<file path="config.mk">
export PLATFORM = sky130hd
export DESIGN_NAME = fraction_add_reduce_top
export DESIGN_NICKNAME = d
export VERILOG_FILES = /design/src/far_pkg.sv /design/src/fraction_add_reduce_top.sv /design/src/far_div.sv /design/src/far_dp.sv /design/src/far_ctrl.sv
export SDC_FILE = /design/constraint.sdc
export NUM_CORES = 2
export LEC_CHECK = 0
export BUFFER_PORTS_ARGS = -buffer_cell sky130_fd_sc_hd__buf_4
export CORE_ASPECT_RATIO = 1.2
export CORE_UTILIZATION = 40
export DETAILED_ROUTE_END_ITERATION = 10
export GPL_ROUTABILITY_DRIVEN = 1
export PLACE_DENSITY = 0.62
export SYNTH_ARGS = -nofsm -noshare
export SYNTH_HDL_FRONTEND = slang
export SYNTH_SLANG_ARGS = --single-unit
</file>
<file path="constraint.sdc">
create_clock -name clk -period 27 [get_ports clk]
set_input_delay 5.4 -clock clk [delete_from_list [all_inputs] [get_ports clk]]
set_output_delay 5.4 -clock clk [all_outputs]
set_load 0.03 [all_outputs]
</file>
<file path="src/far_pkg.sv">
package far_pkg;

	localparam int NumLimit = 20000;
	localparam int DenLimit = 21000;

	// Width of the shared divider operands.
	localparam int DivW = 32;

	// Which source feeds the divider.
	typedef enum logic [2:0] {
		SEL_DEN  = 3'd0,
		SEL_SUM  = 3'd1,
		SEL_RED  = 3'd2,
		SEL_COMA = 3'd3,
		SEL_COMB = 3'd4,
		SEL_DAG  = 3'd5,
		SEL_COMG = 3'd6
	} div_sel_t;

	// Commands from the controller to the datapath.
	typedef struct packed {
		logic     load;
		logic     gcd_init;
		logic     div_start;
		div_sel_t div_sel;
		logic     gcd_step;
		logic     take_common;
		logic     take_mul_a;
		logic     take_mul_b;
		logic     take_sum;
		logic     take_rnum;
		logic     take_rden;
		logic     take_mixed;
		logic     finish;
	} far_cmd_t;

	// Status from the datapath to the controller.
	typedef struct packed {
		logic div_done;
		logic gcd_y_zero;
		logic sum_zero;
		logic mixed;
	} far_sts_t;

endpackage

</file>
<file path="src/fraction_add_reduce_top.sv">
// Adds two fractions with signed numerators and positive denominators over
// their least common denominator and reduces the sum by the gcd of its
// magnitude and that denominator; out-of-range operands are clamped first.
// One transaction at a time: the block stalls its input from acceptance until
// the result transaction is taken. Latency is data dependent and set by the
// shared 32-bit restoring divider, one quotient bit a cycle, with one division
// per Euclid step of the two gcd loops plus three more for a zero sum or six
// otherwise.
module fraction_add_reduce_top (
	input  logic               clk,
	input  logic               arst_n,
	input  logic               in_valid,
	output logic               in_stall,
	input  logic signed [15:0] num_a,
	input  logic [14:0]        den_a,
	input  logic signed [15:0] num_b,
	input  logic [14:0]        den_b,
	output logic               out_valid,
	input  logic               out_stall,
	output logic signed [30:0] sum_num,
	output logic [28:0]        sum_den,
	output logic [29:0]        divisor_used,
	output logic               is_zero,
	output logic               is_mixed,
	output logic [29:0]        whole_part,
	output logic [28:0]        rem_part
);

	far_pkg::far_cmd_t cmd;
	far_pkg::far_sts_t sts;

	far_ctrl u_ctrl (
		.clk, .arst_n, .in_valid, .in_stall, .out_valid, .out_stall, .cmd, .sts
	);

	far_dp u_dp (
		.clk, .arst_n, .cmd, .sts, .num_a, .den_a, .num_b, .den_b,
		.sum_num, .sum_den, .divisor_used, .is_zero, .is_mixed,
		.whole_part, .rem_part
	);

endmodule

</file>
<file path="src/far_div.sv">
// Restoring divider, one quotient bit per cycle.
module far_div (
	input  logic                        clk,
	input  logic                        arst_n,
	input  logic                        start,
	input  logic [far_pkg::DivW-1:0]    dividend,
	input  logic [far_pkg::DivW-1:0]    divisor,
	output logic                        done,
	output logic [far_pkg::DivW-1:0]    quot,
	output logic [far_pkg::DivW-1:0]    rem
);

	localparam int CntW = $clog2(far_pkg::DivW + 1);

	logic [far_pkg::DivW-1:0] q_q;
	logic [far_pkg::DivW-1:0] r_q;
	logic [far_pkg::DivW-1:0] d_q;
	logic [CntW-1:0]          cnt_q;
	logic                     busy_q;
	logic [far_pkg::DivW:0]   trial;

	// Shift in the next dividend bit and try one subtraction.
	assign trial = {r_q, q_q[far_pkg::DivW-1]} - {1'b0, d_q};

	always_ff @(posedge clk or negedge arst_n) begin
		if (!arst_n) begin
			busy_q <= 1'b0;
			cnt_q  <= '0;
		end else if (start) begin
			busy_q <= 1'b1;
			cnt_q  <= CntW'(far_pkg::DivW);
		end else if (busy_q) begin
			cnt_q <= cnt_q - 1'b1;
			if (cnt_q == CntW'(1)) begin
				busy_q <= 1'b0;
			end
		end
	end

	always_ff @(posedge clk) begin
		if (start) begin
			q_q <= dividend;
			r_q <= '0;
			d_q <= divisor;
		end else if (busy_q) begin
			if (!trial[far_pkg::DivW]) begin
				r_q <= trial[far_pkg::DivW-1:0];
				q_q <= {q_q[far_pkg::DivW-2:0], 1'b1};
			end else begin
				r_q <= {r_q[far_pkg::DivW-2:0], q_q[far_pkg::DivW-1]};
				q_q <= {q_q[far_pkg::DivW-2:0], 1'b0};
			end
		end
	end

	// Done whenever no division runs; quotient and remainder hold until the next start.
	assign done = !busy_q;
	assign quot = q_q;
	assign rem  = r_q;

endmodule

</file>
<file path="src/far_dp.sv">
// Datapath: operand clamp, gcd registers, multiplier and result registers.
module far_dp (
	input  logic                clk,
	input  logic                arst_n,
	input  far_pkg::far_cmd_t   cmd,
	output far_pkg::far_sts_t   sts,
	input  logic signed [15:0]  num_a,
	input  logic [14:0]         den_a,
	input  logic signed [15:0]  num_b,
	input  logic [14:0]         den_b,
	output logic signed [30:0]  sum_num,
	output logic [28:0]         sum_den,
	output logic [29:0]         divisor_used,
	output logic                is_zero,
	output logic                is_mixed,
	output logic [29:0]         whole_part,
	output logic [28:0]         rem_part
);

	logic signed [15:0] na_q, nb_q;
	logic [14:0]        da_q, db_q;
	logic [31:0]        gx_q, gy_q;
	logic [29:0]        common_q;
	logic signed [31:0] ta_q, tb_q;
	logic signed [31:0] sum_q;
	logic [31:0]        mag;
	logic [31:0]        dvd, dvs, quot, rem;
	logic               div_done;
	logic signed [30:0] rnum_q;
	logic [28:0]        rden_q;
	logic signed [15:0] na_c, nb_c;
	logic [14:0]        da_c, db_c;

	// Clamp the incoming operands into their legal ranges.
	always_comb begin
		na_c = num_a;
		if (num_a > 16'sd20000)  na_c = 16'sd20000;
		if (num_a < -16'sd20000) na_c = -16'sd20000;
		nb_c = num_b;
		if (num_b > 16'sd20000)  nb_c = 16'sd20000;
		if (num_b < -16'sd20000) nb_c = -16'sd20000;
		da_c = den_a;
		if (den_a == 15'd0)    da_c = 15'd1;
		if (den_a > 15'd21000) da_c = 15'd21000;
		db_c = den_b;
		if (den_b == 15'd0)    db_c = 15'd1;
		if (den_b > 15'd21000) db_c = 15'd21000;
	end

	assign mag = sum_q[31] ? 32'(-sum_q) : 32'(sum_q);

	// Divider operand selection.
	always_comb begin
		unique case (cmd.div_sel)
			far_pkg::SEL_DEN:  begin dvd = gx_q; dvs = gy_q; end
			far_pkg::SEL_SUM:  begin dvd = mag; dvs = gx_q; end
			far_pkg::SEL_RED:  begin dvd = 32'(rnum_q); dvs = 32'(rden_q); end
			far_pkg::SEL_COMA: begin dvd = 32'(common_q); dvs = 32'(da_q); end
			far_pkg::SEL_COMB: begin dvd = 32'(common_q); dvs = 32'(db_q); end
			far_pkg::SEL_DAG:  begin dvd = 32'(da_q); dvs = gx_q; end
			far_pkg::SEL_COMG: begin dvd = 32'(common_q); dvs = gx_q; end
			default:           begin dvd = gx_q; dvs = gy_q; end
		endcase
	end

	// Shared divider for the gcd steps and every data division.
	far_div u_div (
		.clk,
		.arst_n,
		.start(cmd.div_start),
		.dividend(dvd),
		.divisor(dvs),
		.done(div_done),
		.quot,
		.rem
	);

	assign sts.div_done   = div_done;
	assign sts.gcd_y_zero = (gy_q == 32'd0);
	assign sts.sum_zero   = (sum_q == 32'sd0);
	assign sts.mixed      = (32'(rnum_q) > 32'(rden_q)) && (rden_q != 29'd1) && !rnum_q[30];

	// Working registers, advanced by controller commands.
	always_ff @(posedge clk) begin
		if (cmd.load) begin
			na_q <= na_c;
			nb_q <= nb_c;
			da_q <= da_c;
			db_q <= db_c;
			gx_q <= 32'(da_c);
			gy_q <= 32'(db_c);
		end else if (cmd.gcd_init) begin
			gx_q <= mag;
			gy_q <= 32'(common_q);
		end else if (cmd.gcd_step) begin
			gx_q <= gy_q;
			gy_q <= rem;
		end
		if (cmd.take_common) begin
			// da / gcd is in quot; multiply by db.
			common_q <= 30'(quot[14:0]) * 30'(db_q);
		end
		if (cmd.take_mul_a) begin
			ta_q <= 32'(na_q) * $signed({16'd0, quot[15:0]});
		end
		if (cmd.take_mul_b) begin
			tb_q <= 32'(nb_q) * $signed({16'd0, quot[15:0]});
		end
		if (cmd.take_sum) begin
			sum_q <= ta_q + tb_q;
		end
		if (cmd.take_rnum) begin
			rnum_q <= sum_q[31] ? -31'(quot) : 31'(quot);
		end
		if (cmd.take_rden) begin
			rden_q <= 29'(quot);
		end
	end

	// Output registers, loaded when a result is finished.
	always_ff @(posedge clk) begin
		if (cmd.finish) begin
			if (sum_q == 32'sd0) begin
				sum_num      <= '0;
				sum_den      <= 29'd1;
				divisor_used <= 30'd1;
				is_zero      <= 1'b1;
				is_mixed     <= 1'b0;
				whole_part   <= '0;
				rem_part     <= '0;
			end else begin
				sum_num      <= rnum_q;
				sum_den      <= rden_q;
				divisor_used <= 30'(gx_q);
				is_zero      <= 1'b0;
				is_mixed     <= cmd.take_mixed;
				whole_part   <= cmd.take_mixed ? 30'(quot) : 30'd0;
				rem_part     <= cmd.take_mixed ? 29'(rem) : 29'd0;
			end
		end
	end

endmodule

</file>
<file path="src/far_ctrl.sv">
// Controller: sequences the gcd loops, divisions and the output handshake.
module far_ctrl (
	input  logic              clk,
	input  logic              arst_n,
	input  logic              in_valid,
	output logic              in_stall,
	output logic              out_valid,
	input  logic              out_stall,
	output far_pkg::far_cmd_t cmd,
	input  far_pkg::far_sts_t sts
);

	typedef enum logic [13:0] {
		S_IDLE  = 14'b00000000000001,
		S_G1    = 14'b00000000000010,
		S_G1W   = 14'b00000000000100,
		S_CMW   = 14'b00000000001000,
		S_MAW   = 14'b00000000010000,
		S_MBW   = 14'b00000000100000,
		S_SUM   = 14'b00000001000000,
		S_G2    = 14'b00000010000000,
		S_G2W   = 14'b00000100000000,
		S_RNW   = 14'b00001000000000,
		S_RDW   = 14'b00010000000000,
		S_MXW   = 14'b00100000000000,
		S_FIN   = 14'b01000000000000,
		S_OUT   = 14'b10000000000000
	} state_t;

	state_t state_q, state_d;
	logic   pend_q, pend_d;
	logic   mixed_q, mixed_d;

	always_ff @(posedge clk or negedge arst_n) begin
		if (!arst_n) begin
			state_q <= S_IDLE;
			pend_q  <= 1'b0;
			mixed_q <= 1'b0;
		end else begin
			state_q <= state_d;
			pend_q  <= pend_d;
			mixed_q <= mixed_d;
		end
	end

	// Next state and commands. pend marks the first cycle after a division
	// was started or after operands were registered, and lasts one cycle.
	always_comb begin
		state_d = state_q;
		pend_d  = 1'b0;
		mixed_d = mixed_q;
		cmd     = '0;
		cmd.div_sel = far_pkg::SEL_DEN;
		unique case (state_q)
			S_IDLE: begin
				if (in_valid) begin
					cmd.load = 1'b1;
					state_d  = S_G1;
				end
			end
			S_G1: begin
				cmd.div_start = 1'b1;
				pend_d        = 1'b1;
				if (sts.gcd_y_zero) begin
					// gcd of denominators is in gx; divide da by it.
					cmd.div_sel = far_pkg::SEL_DAG;
					state_d     = S_CMW;
				end else begin
					cmd.div_sel = far_pkg::SEL_DEN;
					state_d     = S_G1W;
				end
			end
			S_G1W: begin
				if (!pend_q && sts.div_done) begin
					cmd.gcd_step = 1'b1;
					state_d      = S_G1;
				end
			end
			S_CMW: begin
				if (!pend_q && sts.div_done) begin
					cmd.take_common = 1'b1;
					state_d         = S_MAW;
					pend_d          = 1'b1;
				end
			end
			S_MAW: begin
				if (pend_q) begin
					// The common denominator is registered now.
					cmd.div_sel   = far_pkg::SEL_COMA;
					cmd.div_start = 1'b1;
				end else if (sts.div_done) begin
					cmd.take_mul_a = 1'b1;
					cmd.div_sel    = far_pkg::SEL_COMB;
					cmd.div_start  = 1'b1;
					pend_d         = 1'b1;
					state_d        = S_MBW;
				end
			end
			S_MBW: begin
				if (!pend_q && sts.div_done) begin
					cmd.take_mul_b = 1'b1;
					state_d        = S_SUM;
				end
			end
			S_SUM: begin
				cmd.take_sum = 1'b1;
				state_d      = S_G2;
				pend_d       = 1'b1;
			end
			S_G2: begin
				if (pend_q) begin
					if (sts.sum_zero) begin
						state_d = S_FIN;
					end else begin
						cmd.gcd_init = 1'b1;
					end
				end else if (sts.gcd_y_zero) begin
					// gcd is in gx: reduce the numerator magnitude.
					cmd.div_sel   = far_pkg::SEL_SUM;
					cmd.div_start = 1'b1;
					pend_d        = 1'b1;
					state_d       = S_RNW;
				end else begin
					cmd.div_start = 1'b1;
					pend_d        = 1'b1;
					state_d       = S_G2W;
				end
			end
			S_G2W: begin
				if (!pend_q && sts.div_done) begin
					cmd.gcd_step = 1'b1;
					state_d      = S_G2;
				end
			end
			S_RNW: begin
				if (!pend_q && sts.div_done) begin
					cmd.take_rnum = 1'b1;
					state_d       = S_RDW;
					pend_d        = 1'b1;
				end
			end
			S_RDW: begin
				if (pend_q) begin
					// Common denominator over the gcd still held in gx.
					cmd.div_sel   = far_pkg::SEL_COMG;
					cmd.div_start = 1'b1;
				end else if (sts.div_done) begin
					cmd.take_rden = 1'b1;
					state_d       = S_MXW;
					pend_d        = 1'b1;
				end
			end
			S_MXW: begin
				if (pend_q) begin
					mixed_d       = sts.mixed;
					cmd.div_sel   = far_pkg::SEL_RED;
					cmd.div_start = 1'b1;
				end else if (sts.div_done) begin
					state_d = S_FIN;
				end
			end
			S_FIN: begin
				cmd.div_sel    = far_pkg::SEL_RED;
				cmd.finish     = 1'b1;
				cmd.take_mixed = mixed_q && !sts.sum_zero;
				state_d        = S_OUT;
			end
			S_OUT: begin
				if (!out_stall) begin
					mixed_d = 1'b0;
					state_d = S_IDLE;
				end
			end
			default: state_d = S_IDLE;
		endcase
	end

	assign in_stall  = (state_q != S_IDLE);
	assign out_valid = (state_q == S_OUT);

endmodule

</file>
== Yosys cells after proc, flatten, opt, wreduce, memory -nomap -nowiden ==
Cells that the tools add are included.

* Input port bits: 66
* Flip-flop bits (word level): 582

* Magnitude comparators: 7
* Bitwise operators: 1
* Reductions and logical operators: 28
* Mux-type cells: 74
* Equal/unequal tests: 38
* Add/subtract/negate cells: 5
* Multipliers: 3

{| class="wikitable"
|+ Operators with widths
! kind !! number
|-
| $pmux W32 S4 || 2
|-
| $mux W14 || 15
|-
| $pmux W14 S14 || 1
|-
| $mux W32 || 6
|-
| $mux W15 || 6
|-
| $logic_not A32 Y1 || 2
|-
| $mul A16 B17 Y32 || 2
|-
| $mux W30 || 2
|-
| $sub A33 B32 Y33 || 1
|-
| $add A32 B32 Y32 || 1
|-
| $gt A16 B16 Y1 const B || 2
|-
| $gt A32 B29 Y1 || 1
|-
| $lt A16 B16 Y1 const B || 2
|-
| $mux W16 || 2
|-
| $neg A32 Y32 || 1
|-
| $mux W31 || 1
|-
| $neg A31 Y31 || 1
|-
| $gt A15 B15 Y1 const B || 2
|-
| $logic_not A15 Y1 || 2
|-
| $mul A15 B15 Y30 || 1
|-
| $ne A29 B1 Y1 const B || 1
|-
| $mux W1 || 24
|-
| $mux W4 || 6
|-
| $pmux W3 S6 || 1
|-
| other kinds (39) || 71
|}

== Longest topological paths before layout ==
* Depth after elaboration: 8
* Gate-level depth with buffers: 26
* Depth with buffers taken out: 24

== Hierarchy ==
A second synthesis with hierarchy kept.

* Cells, all modules: 5465
* Area, all modules: 54405.9 µm²

{| class="wikitable"
|+ Modules (own cells, without submodules)
! module !! area each (µm²) !! cells an instance !! times used
|-
| far_dp || 47011.3 || 4735 || 1
|-
| far_div || 6217.2 || 593 || 1
|-
| far_ctrl || 1177.4 || 137 || 1
|}

== Worst setup path before layout ==
No wires, ideal clock.

* Kind: reg-to-reg
* Start: register u_ctrl.state_q[2]
* End: register u_dp.u_div.d_q[0] (netlist bit), data pin
* Data required time: 26.848 ns
* Slack: 12.166 ns
* Stages on the path, launching flop included: 11
* Data arrival time: 14.682 ns
* Clock period less this slack: 14.834 ns
* Library setup time: 0.152 ns
* Cell sequence: dfrtp_1 > buf_2 > nor4_1 > nand4_1 > nor3b_1 > nor2b_1 > nor4_2 > clkbuf_1 > buf_1 > nand2_1 > a31oi_1

* Word-level cells in the longest chain between the ends: 5
* Elaborated cells between the ends (all ways): 15
* Classes of those cells: eq/ne: 12; mux: 2; reduce/logical: 1

{| class="wikitable"
|+ RTL lines
! element !! RTL line !! source
|-
| from (decl) || far_ctrl.sv:30 || <nowiki>state_t state_q, state_d;</nowiki>
|-
| from (signal assigned) || far_ctrl.sv:40 || <nowiki>state_q <= state_d;</nowiki>
|-
| $eq A14 B13 Y1 (tied with other cells) || far_ctrl.sv:54 || <nowiki>unique case (state_q)</nowiki>
|-
| $pmux W3 S6 * || far_ctrl.sv:54 ||
|-
| $eq A3 B1 Y1 / $eq A3 B3 Y1 (equally long branches) || far_dp.sv:54 || <nowiki>unique case (cmd.div_sel)</nowiki>
|-
| $reduce_or A3 Y1 (no line) || n/a ||
|-
| $pmux W32 S4 * || far_dp.sv:54 ||
|-
| via u_dp.dvs[0] || far_dp.sv:27 || <nowiki>logic [31:0] dvd, dvs, quot, rem;</nowiki>
|-
| to (signal assigned) || far_div.sv:44 || <nowiki>d_q <= divisor;</nowiki>
|-
| to (decl) || far_div.sv:17 || <nowiki>logic [far_pkg::DivW-1:0] d_q;</nowiki>
|}

The timed path passes the listed nets; every way through them passes the cells marked *.
A chain may end at the register's enable or synchronous reset.

== Worst setup path after layout ==
* Start: register u_ctrl.state_q[5]
* End: output port in_stall

* Word-level cells in the longest chain between the ends: 1

{| class="wikitable"
|+ RTL lines
! element !! RTL line !! source
|-
| $ne A14 B1 Y1 || far_ctrl.sv:178 || <nowiki>assign in_stall = (state_q != S_IDLE);</nowiki>
|-
| to (decl) || fraction_add_reduce_top.sv:13 || <nowiki>output logic in_stall,</nowiki>
|}

Every way passes these cells.

==> out/results.txt <==
Global-route wire length before repair: 237000 um
Core ar.: 0.131 mm2
Row count: 145
Final setup TNS: 0 ns
Synth area leader: edfxtp_1
CTS sink cnt: 582
Critical-path top delay cell: nor4_1
Post-synth top flop: edfxtp_1
Synth top area share: 28.0%
Total global-route track usage: 23.2%
Setup Viol. Count Final: 0
Number of post-CTS setup repair buffers: 0
Mapped Cells: 5290
Mapped Area: 0.0530 mm2
GP Congestion: 0.948
Unrepaired setup endpoints after global routing: false
I/O pin count: 219
Crit path kind: reg -> out
DP HPWL: 115000 um
First-pass DRT Iterations: 10
Area Overhead vs Synth: 10.7%
Drt total wl: 154000 um
Req. time, crit path: 21.60 ns
Port Buffers: 218
CTS tree: yes
Most frequent cell after synthesis: inv_1
Initial Util: 40.5%
Clk buf depth: 3
Final hold vios: 0
Dominant delay contributor by cell family on the critical path: simple AND/OR/NAND/NOR gates
Status: complete, no violations
MaxCap Viol Count: 0
#FFs+latches synth: 582
Largest net degree at the start of global routing: 83
Hold/Removal Path Class: reg -> reg
Cell Area, Placed: 0.0563 mm2
Startpoint Class: flip-flop
Min Tclk post-route: 8.14 ns
Insertion delay to the later sink of the worst-skew pair: 0.69 ns
Die Span X: 334 um
Max_slew headroom: 23.7%
Via count: 38700
Critical Path End Type: output pin
Root Buffer: clkbuf_16
Finished Cell Area: 0.0586 mm2
Die area: 0.134 mm2
Clk pin slew, worst setup/hold paths: 0.06 ns
Post-synthesis sequential area ratio: 31.5%
Die span in y: 401 um
Number of flops mapped to enable cells by yosys: 493
Final hold slack: 0.521 ns
DR iter-0 viols: 3140
Avg Cell Area, Syn: 10.0 um2
Max Fclk: 0.123 GHz
Final antenna-violating net count: 0
Num CTS Buffers: 66
PostCTS Resize Cnt: 0
Syn nets: 6337
Vias in the first global route: 39900
Fin crit share: 30.1%
Yosys warning count: 0
Worst Skew: 0.0518 ns
Post-Layout Cell Count: 7199
Async S/R FF share, synth: 3.95%
GRT Residual Overflow: 0
Nets: 6429
# H-tree levels: 3
Hold-fix buffers, CTS: 0
Buf/Inv on CP: 1
CP Cell Sequence: nor4_1, and3_1, nand2_1, or3_1, buf_4
Data arrival, critical path: 2.74 ns
Max Slew Vio Count: 0
Worst Tran Pin Value: 1.14 ns
Area contributors post-synth: edfxtp_1 28%, fa_1 21%, ha_1 10%, and2_1 5.9%, inv_1 5.8%
Initial antenna violation count: 4
Vias/cell: 5.38
Netlist cell types: 88
Share of layout cells above drive strength 1: 7.84%
Wire per inst: 21.4 um
DP Cell Count: 7078
Critical path peak fanout: 6
Residual DRC: 0
CP max stage delay: 0.59 ns
Most frequent cells after synthesis: 814 x inv_1, 581 x nand2_1, 557 x fa_1
## tightest hold or removal path, cell delays in order, from the launching register on
cell and delay, ns:
dfxtp_1 0.35, nand2_1 0.07, a21oi_1 0.05
## path summary, 6_finish.rpt
| kind | from | end | slack, ns | cells after the start |
|---|---|---|---|---|
| worst max-delay path | u_ctrl.state_q[5] | in_stall | 18.87 | 5 |
| worst min-delay path | u_dp.gy_q[20] | u_dp.gy_q[20] | 0.52 | 2 |
| worst max register to register | u_dp.u_div.quot[11] | u_dp.ta_q[31] | 18.92 | 22 |
| worst min register to register | u_dp.gy_q[20] | u_dp.gy_q[20] | 0.52 | 2 |
| max in group asynchronous | arst_n | u_ctrl.state_q[0] | 22.08 | 1 |
| min in group asynchronous | arst_n | u_ctrl.state_q[12] | 4.63 | 1 |
## through the flow
stage                     utilization (%)  setup WS, ns
after floorplan                         -         12.17
after global placement               43.0         18.64
after detailed placement             43.0         18.65
after CTS                            44.8         18.81
after global routing                 44.8         18.43
final                                44.8         18.87
## area by class of cell
class | count | area [um2]
multi-input combinational | 3636 | 32200
timing repair buffer | 277 | 2080
tap | 1764 | 2210
sequential | 582 | 16700
inverter | 819 | 3080
clock buffer | 77 | 1700
fill | 12400 | 72200
antenna | 2 | 5.00
clock inverter | 42 | 607
## cell usage in the layout (no fill, tap or decap), drive strengths merged, types with 39 or more instances in the layout
master,Yosys,layout
xnor2,144,144
nand2,581,581
nor2,208,208
edfxtp,493,493
xor2,63,63
a31oi,40,40
a21oi,166,166
mux2i,57,57
ha,424,424
nor3,39,39
buf,31,277
and2,502,502
clkbuf,222,77
a222oi,45,45
fa,557,557
nand3,58,58
inv,817,820
a21o,92,92
o21ai,193,193
dfxtp,66,66
nand2b,50,50
## routing by layer
layer  up-vias  routed length, um  global-route usage [%]
met4         2               9510                    12.9
met5         -                  8                       0
met3       347               8410                    3.00
li1      17700                  -                       -
met2      1287              75700                    40.2
met1     19400              60300                    27.8
## kinds of logic (layout without fill, tap and decap cells)
kind of cell / count (synthesis) / after routing / synth area share, %
and+or+nand+nor: 1624 / 1624 / 15.5
other: 0 / 2 / 0
adders and majority gates: 985 / 985 / 31.1
xor gates and xnor gates: 207 / 207 / 3.42
muxes: 58 / 58 / 1.10
AOI/OAI and AO/OA: 762 / 762 / 9.49
DFF: 582 / 582 / 31.5
buffers and inverters: 1072 / 1215 / 7.81
## flip-flops by register name, indices dropped and copies added (netlist names), 30 cells and up
register	cells
u_dp.common_q	30
u_dp.divisor_used	30
u_dp.gx_q	32
u_dp.gy_q	32
u_dp.rnum_q	31
u_dp.sum_num	31
u_dp.sum_q	32
u_dp.ta_q	32
u_dp.tb_q	32
u_dp.u_div.d_q	32
u_dp.u_div.quot	32
u_dp.u_div.rem	32
u_dp.whole_part	30
Power is left out: the tool's default activity adds up to more than one toggle a clock period on the data nets, which glitch-free logic cannot reach.
